## config.mk

```make
export PLATFORM = sky130hd
export DESIGN_NAME = mf3_median
export DESIGN_NICKNAME = d
export VERILOG_FILES = /design/src/hw/rtl/mf3_pkg.sv /design/src/hw/rtl/mf3_median.sv
export SDC_FILE = /design/constraint.sdc
export NUM_CORES = 1
export LEC_CHECK = 0
export ABC_AREA = 1
export BUFFER_PORTS_ARGS = -buffer_cell sky130_fd_sc_hd__buf_2
export CELL_PAD_IN_SITES_DETAIL_PLACEMENT = 1
export CELL_PAD_IN_SITES_GLOBAL_PLACEMENT = 1
export CORE_MARGIN = 5
export CORE_UTILIZATION = 35
export DETAILED_ROUTE_END_ITERATION = 10
export GPL_TIMING_DRIVEN = 0
export PLACE_DENSITY = 0.7
export SLEW_MARGIN = 20
export SYNTH_ARGS = -nofsm -noshare
export SYNTH_HDL_FRONTEND = slang
export SYNTH_SLANG_ARGS = --single-unit
```

## constraint.sdc

```tcl
create_clock -name clk -period 6.65 [get_ports clk]
set_input_delay 1.33 -clock clk [delete_from_list [all_inputs] [get_ports clk]]
set_output_delay 1.33 -clock clk [all_outputs]
set_load 0.005 [all_outputs]
```

## src/hw/rtl/mf3_pkg.sv

```systemverilog
// Shared types and constants for the 3x3 median filter stream.
// No dependencies; mf3_front, mf3_median, mf3_back, the top level and the bench import it.
`default_nettype none

package mf3_pkg;

  // Depth of the job queue between the window pipeline and the result serialiser.
  localparam int QDEPTH = 8;
  localparam int QAW    = $clog2(QDEPTH);
  localparam int QCW    = $clog2(QDEPTH + 1);

  // Configuration register indexes.
  localparam logic REG_IMAGE_WIDTH  = 1'b0;
  localparam logic REG_IMAGE_HEIGHT = 1'b1;

  // Slots of the up to four results that one pixel can cause, in emission order.
  localparam int EMIT_CENTRE = 0;  // (r-1, c-1)
  localparam int EMIT_RIGHT  = 1;  // (r-1, c), last column only
  localparam int EMIT_BELOW  = 2;  // (r, c-1), last row only
  localparam int EMIT_CORNER = 3;  // (r, c), last row and last column

  typedef logic [7:0] pix_t;
  typedef pix_t [2:0] trio_t;
  typedef pix_t [8:0] win_t;

  typedef struct packed {
    logic [11:0] row;
    logic [9:0]  col;
    logic [3:0]  emit;
    logic        interior;
  } meta_t;

  typedef struct packed {
    logic [11:0] row;
    logic [9:0]  col;
    logic [3:0]  emit;
    pix_t [3:0]  value;
  } job_t;

endpackage

`default_nettype wire

```

## src/hw/rtl/mf3_median.sv

```systemverilog
// Median pipeline: sorts the window's columns, reduces them to three candidates
// and picks their median, forming one job per pixel that has a result. Uses mf3_pkg.
`default_nettype none

module mf3_median (
  input  wire logic           clk,
  input  wire logic           rst,
  input  wire logic           win_valid,
  input  wire mf3_pkg::win_t  window,
  input  wire mf3_pkg::meta_t win_meta,
  output logic                job_valid,
  output mf3_pkg::job_t       job,
  output logic [1:0]          busy
);
  import mf3_pkg::*;

  function automatic pix_t min2(input pix_t a, input pix_t b);
    return (a < b) ? a : b;
  endfunction

  function automatic pix_t max2(input pix_t a, input pix_t b);
    return (a < b) ? b : a;
  endfunction

  function automatic pix_t med3(input pix_t a, input pix_t b, input pix_t c);
    return max2(min2(a, b), min2(max2(a, b), c));
  endfunction

  // Returns the three values in ascending order, lowest at index 0.
  function automatic trio_t sort3(input pix_t a, input pix_t b, input pix_t c);
    trio_t t;
    t[0] = min2(min2(a, b), c);
    t[2] = max2(max2(a, b), c);
    t[1] = med3(a, b, c);
    return t;
  endfunction

  logic        sa_valid;
  trio_t [2:0] sa_col;
  pix_t  [3:0] sa_aux;
  meta_t       sa_meta;

  logic        sb_valid;
  pix_t        sb_lo_max;
  pix_t        sb_mid_med;
  pix_t        sb_hi_min;
  pix_t  [3:0] sb_aux;
  meta_t       sb_meta;

  pix_t        med;

  always_ff @(posedge clk) begin
    if (rst) begin
      sa_valid <= 1'b0;
      sb_valid <= 1'b0;
    end else begin
      sa_valid <= win_valid;
      sb_valid <= sa_valid;
    end
  end

  // Aux slot 0 holds the centre pixel; slots 1 to 3 the right, below and corner
  // border values.
  always_ff @(posedge clk) begin
    for (int j = 0; j < 3; j++) begin
      sa_col[j] <= sort3(window[j], window[3 + j], window[6 + j]);
    end
    sa_aux[EMIT_CENTRE] <= window[4];
    sa_aux[EMIT_RIGHT]  <= window[5];
    sa_aux[EMIT_BELOW]  <= window[7];
    sa_aux[EMIT_CORNER] <= window[8];
    sa_meta             <= win_meta;

    sb_lo_max  <= max2(max2(sa_col[0][0], sa_col[1][0]), sa_col[2][0]);
    sb_mid_med <= med3(sa_col[0][1], sa_col[1][1], sa_col[2][1]);
    sb_hi_min  <= min2(min2(sa_col[0][2], sa_col[1][2]), sa_col[2][2]);
    sb_aux     <= sa_aux;
    sb_meta    <= sa_meta;
  end

  assign med = med3(sb_lo_max, sb_mid_med, sb_hi_min);

  always_comb begin
    job.row                = sb_meta.row;
    job.col                = sb_meta.col;
    job.emit               = sb_meta.emit;
    job.value              = sb_aux;
    job.value[EMIT_CENTRE] = sb_meta.interior ? med : sb_aux[EMIT_CENTRE];
  end

  // Pixels on the first row or column cause no result and are dropped here.
  assign job_valid = sb_valid && (sb_meta.emit != 4'b0000);
  assign busy      = {1'b0, sa_valid} + {1'b0, sb_valid};

endmodule

`default_nettype wire

```

Yosys cells after proc, flatten, opt, wreduce, memory -nomap -nowiden
Cells that the tools add are included.

storage, ports and cells
  flip-flop bits (word level) = 216
  output and inout port bits = 61

cells by class
  add/subtract/negate cells = 1
  magnitude comparators = 22
  muxes and demuxes = 31
  reduce and logical (&&, ||, !) cells = 2

operator list
  kind                                    number
  8-bit 2-to-1 mux                        31
  8-bit less-than comparator              22
  4-bit nonzero test                      1
  1-bit by 1-bit adder with 2-bit output  1
  1-bit logical AND                       1

Longest topological paths before layout
  depth in word-level cells = 7
  depth in mapped cells = 32
  depth with buffers taken out = 29

Least setup slack after synthesis
Ideal clock, no wire load.

  path type = reg-to-output
  from = reg sb_mid_med[7]
  to = out job[0] in the netlist's numbering
  arrival = 3.832 ns
  setup slack = 1.488 ns
  cell stages (with the launch flop) = 26
  buffers on the path = 3
  cells stage by stage = dfxtp_1 -> inv_1 -> ha_1 -> nand2_1 -> o21a_1 -> nand2_2 -> clkbuf_1 -> buf_2 -> nand2_1 -> o21ai_0 -> ha_1 -> nand2_1 -> nor2_1 -> a211oi_1 -> nand2_2 -> buf_2 -> nand2_1 -> o21ai_0 -> ha_1 -> a21oi_1 -> nor2_1 -> a211oi_2 -> nand2_4 -> nand2_1 -> nand3_1 -> nand2_1

RTL lines
  what                    RTL line          source
  from (decl)             mf3_median.sv:45  pix_t sb_mid_med;
  from (signal assigned)  mf3_median.sv:75  sb_mid_med <= med3(sa_col[0][1], sa_col[1][1], sa_col[2][1]);
  to (decl)               mf3_median.sv:12  output mf3_pkg::job_t job,

==> results.md <==
• **number of hold violations in the final report** 0
• **fill cell count** 4036
• **critical path class** flop to output port
• **area growth from synthesis to final layout** 19.5%
• **DRC viols** 0
• **switch share** 47.0%
• **crit path DAT** 4.85 ns
• **Worst Hold Class** flop to flop
• **power spent charging and discharging nets** 3.81 mW
• **number of enable-type register cells in the synthesized netlist** 0
• **Max Clock Skew** 0.0242 ns
• **transition time at the pin with the least slew margin** 0.781 ns
• **die area** 36500 sq um
• **part of the cycle the worst path needs** 92.9%
• **R2R Setup Slk** 1.83 ns
• **Required @ worst endpoint** 5.32 ns
• **maximum number of pins on one net before global-route repair** 16
• **via count normalized by instance count** 4.68
• **largest cells by area after synthesis** sky130_fd_sc_hd__dfxtp_1, sky130_fd_sc_hd__ha_1, sky130_fd_sc_hd__nand2_1
• **proportion of layout cells with a drive suffix above 1** 19.0%
• **Syn Nets** 1745
• **Synth cell types** 29
• **share of the synthesized area in the top cell type** 37.6%
• **Post-Synthesis Cells** 1488
• **Placeable Area** 32500 sq um
• **power per cell area** 590 nW/um^2
• **cell occurring most often along the worst timing path** sky130_fd_sc_hd__nand2_1
• **number of buffer cells added on primary ports** 162
• **number of non-filler instances in the completed layout** 2138
• **clock slew seen by the registers of the worst setup and hold paths** 0.05 ns
• **CTS hold repair buffers** 0
• **area occupied by multi-input gates** 5900 sq um
• **total area of sequential cells** 4320 sq um
• **CTS Buf Count** 25
• **worst setup margin** 0.474 ns
• **list of most frequent post-synthesis cells** sky130_fd_sc_hd__nand2_1, sky130_fd_sc_hd__dfxtp_1, sky130_fd_sc_hd__inv_1, sky130_fd_sc_hd__ha_1, sky130_fd_sc_hd__o21ai_0
• **initial detailed-routing violation count** 375
• **min cycle time layout** 6.18 ns
• **Layout Cell Area excl Fill** 13700 sq um
• **Worst-Skew Late Latency** 0.54 ns
• **number of storage elements in the synthesis netlist** 216
• **cell with the most instances after synthesis** sky130_fd_sc_hd__nand2_1
• **fmax** 162 MHz
• **clock tree from TritonCTS** done
• **highest fanout seen on the critical path** 13
• **Final Max Tran Viols** 0
• **average routed wire per standard cell** 14.6 microns
• **global placer's final weighted congestion** 0.867
• **CTS sink cnt** 216
• **initial antenna violation count** 0
• **placed cell area** 12800 sq um
• **Die Width** 191 microns
• **primary flip-flop cell chosen by synthesis mapping** sky130_fd_sc_hd__dfxtp_1
• **iteration count of the initial detailed-routing pass** 5
• **FP Rows** 66
• **synth warn** 0
• **fraction of registers with async set or reset after synthesis** 0%
• **cell total after placement** 2092
• **first-pass GRT wire length** 50300 microns
• **combinational share of power** 61.4%
• **effective utilization at floorplan** 35.4%
• **All-Layer GR Usage** 16.9%
• **cell area after synthesis** 11500 sq um
• **fraction of power consumed by sequential logic** 21.5%
• **CTS root buffer** sky130_fd_sc_hd__clkbuf_16
• **outcome** completed
• **slowest stage delay, CP** 0.39 ns
• **CP Launch Type** flop
• **Maximum Capacitance Violations** 0
• **height of the die** 191 microns
• **total length of routed wires** 31200 microns
• **maximum count of clock buffers along a single path** 3
• **number of I/O pins** 163
• **final net count** 1934
• **worst slack, placed** 0.239 ns
• **setup-violating endpoint count in the final report** 0
• **leakage component of the power** 7.18 nW
• **HPWL reported at the end of detailed placement** 26300 microns
• **vias in the first global route** 10300
• **number of H-tree branching levels** 1
• **total number of vias** 10000
• **syn_area_per_cell** 7.72 sq um
• **maximum ir drop on the vdd rail** 0.000276 V
• **total power draw** 8.09 mW
• **number of antenna cells inserted** 0
• **GR Overflow Total** 0
• **critical-path cell with the highest stage delay** sky130_fd_sc_hd__ha_1
• **register area share after synthesis** 37.6%
• **capturing element type of the critical path** output port
• **internal portion of total power** 4.29 mW
• **clock share of power** 17.1%
• **cell taking the most area after synthesis** sky130_fd_sc_hd__dfxtp_1
• **headroom to the max-slew limit** 47.8%
• **antenna violation net count after detailed routing** 0
-- sequential cells by signal, indices dropped and copies added (netlist names) --
signal,cells
job,50
sa_col,72
sb_valid,1
sa_valid,1
sb_meta,1
sb_mid_med,8
sb_lo_max,8
sa_meta,27
sb_aux,8
sb_hi_min,8
sa_aux,32
-- power by group through the flow --
stage                     registers, mW  logic [mW]  clock network (mW)
after CTS                          1.74        4.94                1.43
after floorplan                    1.71        3.55                   0
after global routing               1.77        5.76                1.49
final                              1.74        4.97                1.38
after detailed placement           1.77        4.87                   0
after global placement             1.77        4.61                   0
-- worst max-delay path: cells and delay by family, from the launching register on --
kind            cells  cell delay, ns
fa+ha+maj           3            0.98
compound gates      5            0.96
simple gates       14            1.22
buf+inv             6            0.80
flops               1            0.37
-- final cells by class --
cell class | instances | share of cell area (%)
Inverter | 190 | 5.20
Clock buffer | 28 | 4.64
Timing Repair Buffer | 163 | 6.05
Clock inverter | 18 | 1.51
Multi-Input combinational cell | 997 | 43.0
Sequential cell | 216 | 31.5
Buffer | 84 | 4.06
Tap cell | 442 | 4.03
-- metal layers --
layer	track usage, %	share of wire [%]	vias up
met5	0	0	-
met4	5.14	2.6	0
met3	2.15	3.5	45
met2	31.4	50	160
met1	20.1	44	4644
li1	-	-	5155
-- worst paths after layout --
kind / start / endpoint / cells after the start
max: sb_mid_med[7] / job[4] / 28
min: sa_aux[6] / sb_aux[6] / 0
max reg2reg: sa_col[15] / sb_mid_med[5] / 24
min reg2reg: sa_aux[6] / sb_aux[6] / 0
-- cells by family (layout without fill, tap and decap cells) --
| logic type | Yosys count | count (layout) | synth area share [%] |
|---|---|---|---|
| AOI/OAI and AO/OA | 281 | 281 | 13.4 |
| adders and majority gates | 155 | 155 | 16.9 |
| buffers and inverters | 275 | 483 | 11.1 |
| DFF | 216 | 216 | 37.6 |
| and+or+nand+nor | 561 | 561 | 21.0 |
-- repair_timing --
item / 4_1_cts / 5_1_grt
setup buffers: 0 / 1
pin swaps: 0 / 1
resized for setup: 1 / 1
setup endpoints to repair: 8 / 8
-- cell usage in the layout, fill, tap and decap left out, types with 14 or more instances in the layout --
cell / netlist / layout
sky130_fd_sc_hd__o21ai_0: 147 / 147
sky130_fd_sc_hd__o21ai_1: 25 / 25
sky130_fd_sc_hd__buf_2: 22 / 184
sky130_fd_sc_hd__a21oi_1: 82 / 82
sky130_fd_sc_hd__nor2_1: 62 / 62
sky130_fd_sc_hd__inv_1: 187 / 187
sky130_fd_sc_hd__nand2_1: 393 / 393
sky130_fd_sc_hd__nand3_1: 42 / 42
sky130_fd_sc_hd__clkbuf_16: 0 / 25
sky130_fd_sc_hd__buf_4: 53 / 53
sky130_fd_sc_hd__ha_1: 155 / 155
sky130_fd_sc_hd__nand3b_1: 30 / 30
sky130_fd_sc_hd__nand2_2: 14 / 14
sky130_fd_sc_hd__dfxtp_1: 216 / 216
-- metrics by stage --
stage	hold WS [ns]	TNS, ns	util (%)
global route	0.322	-0.0127	42.3
detailed placement	0.313	0	39.6
floorplan	0.310	0	-
CTS	0.324	0	42.2
global placement	0.310	0	39.6
finish	0.324	0	42.3
Note: power is estimated with default switching activity, not from simulation.
