`src/hw/rtl/mf3_pkg.sv`:
```
// Shared types and constants for the 3x3 median filter stream.
// No dependencies; mf3_front, mf3_median, mf3_back, the top level and the bench import it.
`default_nettype none

package mf3_pkg;

  // Depth of the job queue between the window pipeline and the result serialiser.
  localparam int QDEPTH = 8;
  localparam int QAW    = $clog2(QDEPTH);
  localparam int QCW    = $clog2(QDEPTH + 1);

  // Configuration register indexes.
  localparam logic REG_IMAGE_WIDTH  = 1'b0;
  localparam logic REG_IMAGE_HEIGHT = 1'b1;

  // Slots of the up to four results that one pixel can cause, in emission order.
  localparam int EMIT_CENTRE = 0;  // (r-1, c-1)
  localparam int EMIT_RIGHT  = 1;  // (r-1, c), last column only
  localparam int EMIT_BELOW  = 2;  // (r, c-1), last row only
  localparam int EMIT_CORNER = 3;  // (r, c), last row and last column

  typedef logic [7:0] pix_t;
  typedef pix_t [2:0] trio_t;
  typedef pix_t [8:0] win_t;

  typedef struct packed {
    logic [11:0] row;
    logic [9:0]  col;
    logic [3:0]  emit;
    logic        interior;
  } meta_t;

  typedef struct packed {
    logic [11:0] row;
    logic [9:0]  col;
    logic [3:0]  emit;
    pix_t [3:0]  value;
  } job_t;

endpackage

`default_nettype wire

```
`src/hw/rtl/mf3_if.sv`:
```
// Handshake channel interfaces of the median filter: pixel input, result output
// and configuration writes. No package dependencies.
`default_nettype none


interface mf3_res_if;
  logic        valid;
  logic        ready;
  logic [11:0] out_row;
  logic [9:0]  out_col;
  logic [7:0]  out_value;
  logic        last_of_run;
  modport source (output valid, output out_row, output out_col, output out_value,
                  output last_of_run, input ready);
  modport sink (input valid, input out_row, input out_col, input out_value,
                input last_of_run, output ready);
endinterface


`default_nettype wire

```
`src/hw/rtl/mf3_back.sv`:
```
// Back end of the median filter: the job queue and the serialiser that turns each
// job into its one to four result words. Uses mf3_pkg and mf3_if.
`default_nettype none

module mf3_back (
  input  wire logic          clk,
  input  wire logic          rst,
  input  wire logic          job_valid,
  input  wire mf3_pkg::job_t job,
  mf3_res_if.source          results,
  output logic [mf3_pkg::QCW-1:0] count
);
  import mf3_pkg::*;

  job_t           queue [QDEPTH];
  logic [QAW-1:0] head;
  logic [QAW-1:0] tail;
  logic           load;

  logic           cur_valid;
  job_t           cur;
  logic [3:0]     cur_emit;
  logic           adv;
  logic [3:0]     pick;
  logic [3:0]     rest;
  logic [11:0]    res_row;
  logic [9:0]     res_col;
  pix_t           res_value;

  assign adv  = cur_valid && (!results.valid || results.ready);
  assign rest = cur_emit & ~pick;
  assign load = (count != '0) && (!cur_valid || (adv && (rest == 4'b0000)));

  always_comb begin
    pick      = 4'b0000;
    res_row   = cur.row;
    res_col   = cur.col;
    res_value = cur.value[EMIT_CORNER];
    priority if (cur_emit[EMIT_CENTRE]) begin
      pick[EMIT_CENTRE] = 1'b1;
      res_row   = cur.row - 12'd1;
      res_col   = cur.col - 10'd1;
      res_value = cur.value[EMIT_CENTRE];
    end else if (cur_emit[EMIT_RIGHT]) begin
      pick[EMIT_RIGHT] = 1'b1;
      res_row   = cur.row - 12'd1;
      res_value = cur.value[EMIT_RIGHT];
    end else if (cur_emit[EMIT_BELOW]) begin
      pick[EMIT_BELOW] = 1'b1;
      res_col   = cur.col - 10'd1;
      res_value = cur.value[EMIT_BELOW];
    end else begin
      pick[EMIT_CORNER] = 1'b1;
    end
  end

  always_ff @(posedge clk) begin
    if (rst) begin
      head          <= '0;
      tail          <= '0;
      count         <= '0;
      cur_valid     <= 1'b0;
      results.valid <= 1'b0;
    end else begin
      if (job_valid) begin
        tail <= (tail == QAW'(QDEPTH - 1)) ? '0 : tail + QAW'(1);
      end
      if (load) begin
        head <= (head == QAW'(QDEPTH - 1)) ? '0 : head + QAW'(1);
      end
      count <= count + QCW'(job_valid) - QCW'(load);
      if (load) begin
        cur_valid <= 1'b1;
      end else if (adv && (rest == 4'b0000)) begin
        cur_valid <= 1'b0;
      end
      if (adv) begin
        results.valid <= 1'b1;
      end else if (results.ready) begin
        results.valid <= 1'b0;
      end
    end
  end

  always_ff @(posedge clk) begin
    if (job_valid) begin
      queue[tail] <= job;
    end
    if (load) begin
      cur      <= queue[head];
      cur_emit <= queue[head].emit;
    end else if (adv) begin
      cur_emit <= rest;
    end
    if (adv) begin
      results.out_row     <= res_row;
      results.out_col     <= res_col;
      results.out_value   <= res_value;
      results.last_of_run <= (rest == 4'b0000);
    end
  end

endmodule

`default_nettype wire

```
`src/flat_wrapper.sv`:
```
// flat-port wrapper written by rule: the top's interface ports become plain ports
module mf3_back_flat import mf3_pkg::*;
  (clk, rst, job_valid, job, count, results_valid, results_out_row, results_out_col, results_out_value, results_last_of_run, results_ready);
  mf3_res_if results_i ();
  input  wire logic clk;
  input  wire logic rst;
  input  wire logic job_valid;
  input  wire mf3_pkg::job_t job;
  output logic [mf3_pkg::QCW-1:0] count;
  output wire logic [$bits(results_i.valid)-1:0] results_valid;
  output wire logic [$bits(results_i.out_row)-1:0] results_out_row;
  output wire logic [$bits(results_i.out_col)-1:0] results_out_col;
  output wire logic [$bits(results_i.out_value)-1:0] results_out_value;
  output wire logic [$bits(results_i.last_of_run)-1:0] results_last_of_run;
  input wire logic [$bits(results_i.ready)-1:0] results_ready;
  assign results_valid = results_i.valid;
  assign results_out_row = results_i.out_row;
  assign results_out_col = results_i.out_col;
  assign results_out_value = results_i.out_value;
  assign results_last_of_run = results_i.last_of_run;
  assign results_i.ready = results_ready;
  mf3_back u_core (.clk(clk), .rst(rst), .job_valid(job_valid), .job(job), .results(results_i), .count(count));
endmodule
```
`config.mk`:
```
export PLATFORM = sky130hd
export DESIGN_NAME = mf3_back_flat
export DESIGN_NICKNAME = d
export VERILOG_FILES = /design/src/hw/rtl/mf3_pkg.sv /design/src/hw/rtl/mf3_if.sv /design/src/hw/rtl/mf3_back.sv /design/src/flat_wrapper.sv
export SDC_FILE = /design/constraint.sdc
export NUM_CORES = 1
export LEC_CHECK = 0
export BUFFER_PORTS_ARGS = -buffer_cell sky130_fd_sc_hd__buf_2
export CAP_MARGIN = 20
export CORE_MARGIN = 2
export CORE_UTILIZATION = 55
export DETAILED_ROUTE_END_ITERATION = 6
export PLACE_DENSITY_LB_ADDON = 0.08
export SETUP_SLACK_MARGIN = 0.02
export SYNTH_ARGS = -nofsm -noshare
export SYNTH_HDL_FRONTEND = slang
export SYNTH_SLANG_ARGS = --single-unit
```
`constraint.sdc`:
```
create_clock -name clk -period 5.45 [get_ports clk]
set_input_delay 0.8175 -clock clk [delete_from_list [all_inputs] [get_ports clk]]
set_output_delay 0.8175 -clock clk [all_outputs]
set_load 0.01 [all_outputs]
```
# After elaboration in Yosys (flattened, before gate mapping)
# Memory sizes are Yosys's and may differ from the RTL's. A register that Yosys moved wholly into a read port is not among the register bits.
# Index checks and enable logic that the tools add are counted.
[totals]
regBits = 101
ram_bits = 464
input_bits = 62
output_inout_bits = 36
elab_cells = 65
memories = 1
[classes]
addsub = 6
n_eq_ne = 2
n_mux = 26
bitwise_logic = 2
n_reduce_logical = 12
[mem_list]
columns = ["memory", "depth", "width", "rd", "rd_clocked_by_memory_dff", "write_ports", "line", "rtl"]
rows = [
  ["u_core.queue", 8, 58, 1, 1, 1, "mf3_back.sv:15", "job_t queue [QDEPTH];"],
]
[op_table]
columns = ["op", "count"]
rows = [
  ["10-bit 2-to-1 mux", 3],
  ["12-bit 2-to-1 mux", 2],
  ["8-bit 2-to-1 mux", 3],
  ["3-bit 2-to-1 mux", 5],
  ["12-bit by 1-bit subtractor with 12-bit output, second input constant", 1],
  ["1-bit 2-to-1 mux", 10],
  ["10-bit by 1-bit subtractor with 10-bit output, second input constant", 1],
  ["4-bit 2-to-1 mux", 2],
  ["3-bit by 1-bit adder with 3-bit output, second input constant", 2],
  ["3-bit == test, second input constant", 2],
  ["2-bit nonzero test", 3],
  ["4-bit by 1-bit adder with 4-bit output", 1],
  ["4-bit AND", 1],
  ["4-bit logical NOT", 1],
  ["4-bit NOT", 1],
  ["4-bit nonzero test", 1],
  ["4-bit by 1-bit subtractor with 4-bit output", 1],
  ["1-bit logical AND", 3],
  ["1-bit logical NOT", 2],
  ["1-bit logical OR", 2],
  ["2-bit 2-to-1 mux", 1],
]

# Logic depth before layout (Yosys ltp)
[logic_depth]
depth_word = 11
mapped_depth = 12
depth_no_buf = 12

# Worst setup path before layout
# No wires, ideal clock.
[synth_timing]
kind = "input to register"
from = "input job_valid"
to = "memory u_core.queue[0][0] (netlist name) (enable)"
setup_time_ns = 0.545
arrival_time_ns = 5.125
required_time_ns = 4.905
setup_slack_ns = -0.220
stages = 3
path_buffers = 1
cell_sequence = "clkbuf_1 nand2b_1 nor3_1"
[synth_via]
elab_chain_len = 2
[synth_lines]
columns = ["element", "line", "rtl"]
rows = [
  ["start: declaration", "flat_wrapper.sv:7", "input wire logic job_valid;"],
  ["1-bit 2-to-1 mux", "mf3_back.sv:86", "if (job_valid) begin"],
  ["1-bit 2-to-1 mux (implied by the code)", "mf3_back.sv:87", "queue[tail] <= job;"],
  ["end: declaration", "mf3_back.sv:15", ""],
]
# No other way between the ends.

# Worst setup path after layout
[layout_timing]
from = "register u_core.cur_emit[0]"
to = "register u_core.count[2] (netlist name)"
[layout_via]
elab_chain_len = 8
elab_cells_between_ends = 9
classes_between = "add/sub (1); mux (2); bitwise (2); reduce/logical (4)"
[layout_lines]
columns = ["element", "line", "rtl"]
rows = [
  ["start: declaration", "mf3_back.sv:22", "logic [3:0] cur_emit;"],
  ["start signal: assignment", "mf3_back.sv:91", "cur_emit <= queue[head].emit;"],
  ["start signal: assignment", "mf3_back.sv:93", "cur_emit <= rest;"],
  ["1-bit 2-to-1 mux or 3-bit 2-to-1 mux (tied branches)", "mf3_back.sv:39", "priority if (cur_emit[EMIT_CENTRE]) begin"],
  ["4-bit NOT", "mf3_back.sv:31", "assign rest = cur_emit & ~pick;"],
  ["4-bit AND (*)", "mf3_back.sv:31", ""],
  ["4-bit logical NOT (*)", "mf3_back.sv:32", "assign load = (count != '0) && (!cur_valid || (adv && (rest == 4'b0000)));"],
  ["1-bit logical AND (*)", "mf3_back.sv:32", ""],
  ["1-bit logical OR (*)", "mf3_back.sv:32", ""],
  ["1-bit logical AND (*)", "mf3_back.sv:32", ""],
  ["net u_core.load", "mf3_back.sv:18", "logic load;"],
  ["4-bit by 1-bit subtractor with 4-bit output (*)", "mf3_back.sv:71", "count <= count + QCW'(job_valid) - QCW'(load);"],
  ["end signal: assignment", "mf3_back.sv:71", ""],
  ["end: declaration", "mf3_back.sv:11", "output logic [mf3_pkg::QCW-1:0] count"],
]
# The timed path passes the listed nets; every way through them passes the cells marked *.
# A chain may end at the register's enable or synchronous reset.

==> flow_metrics.tcl <==
set metrics [dict create \
    status "complete, no violations" \
    relSlewSlack 0.291 \
    cpPeakStageDelay_ns 0.52 \
    track_usage 0.210 \
    crit_top_cell "ha_1" \
    cts.path.max_buffers 3 \
    initialDrtViolationCount 703 \
    p_leak_nw 7.93 \
    ys_seq_area_frac 0.784 \
    met1_usage 0.305 \
    synth_flop_cell "edfxtp_1" \
    slew_violations 0 \
    top_usage_layer "met2" \
    ir_worst_vdd_uv 327 \
    setup_viol 0 \
    period_needed_ns 2.62 \
    core_um2 38600 \
    dr.pass1.iters 5 \
    initial_core_util 0.558 \
    cp-start-kind "flip-flop" \
    synth_area_leader_cell "edfxtp_1" \
    switching_share 0.271 \
    cts_tree "built" \
    powerDensity_nw_per_um2 489 \
    htreeDepth 2 \
    via_count 9687 \
    tns_ns 0 \
    pwr-share-clk 0.296 \
    fp-row-count 72 \
    grt_use_met2 0.334 \
    yosys-top-cells-area "edfxtp_1, mux4_2, mux2_2" \
    synth.most_common_cell "edfxtp_1" \
    route.antenna.remaining_nets 0 \
    wl_per_cell_um 24.7 \
    timing.hold.ws_ns 0.502 \
    grt_pass1_vias 10100 \
    tightest_slew_ns 1.06 \
    dp_hpwl_um 23700 \
    die-area_um2 40800 \
    postCtsSetupRepairBufs 0 \
    drive_above_1_share 0.339 \
    synth_nets 1039 \
    rsz0062_at_grt "no" \
    gr-total-overflow 0 \
    wl_um 41200 \
    area_delta_synth_final_pct 13.6 \
    p_seq_frac 0.487 \
    netSwitchingPower_mw 3.24 \
    viasPerCell 5.80 \
    yosysUniqueCellTypes 40 \
    synth_top_area_frac 0.770 \
    routabilityCongestion 0.696 \
    antenna_found_initial 3 \
    ioPinCount 98 \
    grt_start_max_net_pins 61 \
    numCtsBuffers 56 \
    hold_path_class "in2reg" \
    hold_viol 0 \
    cts-root-buf "clkbuf_16" \
    clk_pin_slew_worst_paths_ns 0.06 \
    die_w_um 202 \
    path_max_fanout 28 \
    grt_pass1_wl_um 63000 \
    die_y_um 202 \
    period_share 0.481 \
    worstSetupEndpointType "flip-flop" \
    p_comb_frac 0.217 \
    path_class "reg2reg" \
    fin_util 0.634 \
    cts_hold_buf 0 \
    clock_sinks 568 \
    synthCells 965 \
    yosysWarnings 0 \
    synth_commonest_cells "edfxtp_1, mux4_2, mux2_2, nor2_1, nand2_1" \
    critPathArrivalTime_ns 3.09 \
    max_freq_ghz 0.382 \
    dp_cells 1562 \
    ctsResizeCount 0 \
    skew_ns 0.00928 \
    grtUsageMet3 0.0347 \
    synth-async-reset-ratio 0 \
    drc 0 \
    synth_area_um2 21600 \
    layout.cells.non_filler 1669 \
    required_ns 5.92 \
    num-nets-final 1178 \
    clk_latency_ns 0.58 \
    port_buffers 97 \
    ys_ff_latch 568 \
    intPower_mw 8.75 \
    cap_violations 0 \
    crit_path_cell_trace "buf_4, a211oi_4, nor4_4, nor2_4, ha_1, inv_1, ha_1, fa_1, xnor2_1, nor2_1" \
    worst_path_max_delay_cell "nor4_4" \
    avgSynthCellArea_um2 22.4 \
    synth-edff-count 553 \
]
## final cells by class
class	instances	area (µm²)
Multi-Input combinational cell	344	4470
Inverter	12	45.0
Clock inverter	27	148
Timing Repair Buffer	122	738
Antenna cell	2	5.00
Clock buffer	76	1540
Fill cell	2578	14100
Tap cell	518	648
Sequential cell	568	16900
## worst max-delay path, delay by kind of cell, from the launching register on
kind | cells | cell delay, ns
AO/OA/AOI/OAI | 1 | 0.14
flip-flops | 1 | 0.32
AND/OR/NAND/NOR | 3 | 0.64
XOR/XNOR | 1 | 0.15
buffers and inverters | 2 | 0.37
adder cells (fa/ha/maj) | 3 | 0.89
## final timing paths
kind | from | end | slack, ns | depth (start not counted)
max | u_core.cur_emit[0] | u_core.count[2] | 2.83 | 10
min reg2reg | u_core.head[0] | flip-flop | 0.51 | 2
min | job[19] | u_core.queue[5][19] | 0.50 | 1
max reg2reg | u_core.cur_emit[0] | u_core.count[2] | 2.83 | 10
## sequential cells by signal, indices dropped and copies added (netlist names), named ones only
register	flops
u_core.results.out_value	8
u_core.cur_valid	1
u_core.queue	464
u_core.results.last_of_run	1
u_core.results.out_row	12
u_core.results.out_col	10
u_core.cur	54
u_core.cur_emit	4
u_core.results.valid	1
u_core.count	4
u_core.head	3
u_core.tail	3
## kinds of logic (layout without fill, tap and decap cells)
kind of cell,after synthesis,after routing,share of synthesized area
compound gates,39,39,0.0108
xor+xnor,19,19,0.00771
fa+ha+maj,12,12,0.00731
buf+inv,53,237,0.0130
flops,568,568,0.784
mux,188,188,0.158
other cells,0,2,0
simple gates,86,86,0.0198
## placed cells by master, fill, tap and decap left out, drive strengths merged, types with 15 or more instances in the layout
master / n
mux2i: 18
nor2: 34
buf: 122
clkbuf: 76
o21ai: 18
nand2: 21
clkinv: 25
mux2: 54
edfxtp: 553
mux4: 116
dfxtp: 15
## per-stage QoR
stage | cell area (µm²) | power [mW] | setup WS, ns
5_1_grt | 24500 | 12.6 | 2.65
6_report | 24500 | 12.0 | 2.83
3_3_place_gp | 22800 | 8.58 | 2.41
2_1_floorplan | 21600 | 7.76 | 0.396
3_5_place_dp | 22800 | 8.60 | 2.37
4_1_cts | 24400 | 12.1 | 2.80
## power by group through the flow
stage	Sequential (mW)	Clock (mW)	Combinational, mW
floorplan	5.84	0	1.92
global placement	5.93	0	2.64
detailed placement	5.95	0	2.65
CTS	5.86	3.62	2.66
global route	5.90	3.78	2.87
finish	5.84	3.55	2.61
## routing by layer
metal / vias to the layer above / part of all wire
met3: 63 / 0.049
met2: 240 / 0.49
met4: 4 / 0.019
met1: 5109 / 0.44
met5: - / 0.00051
li1: 4271 / -
Note: power is estimated with default switching activity, not from simulation.
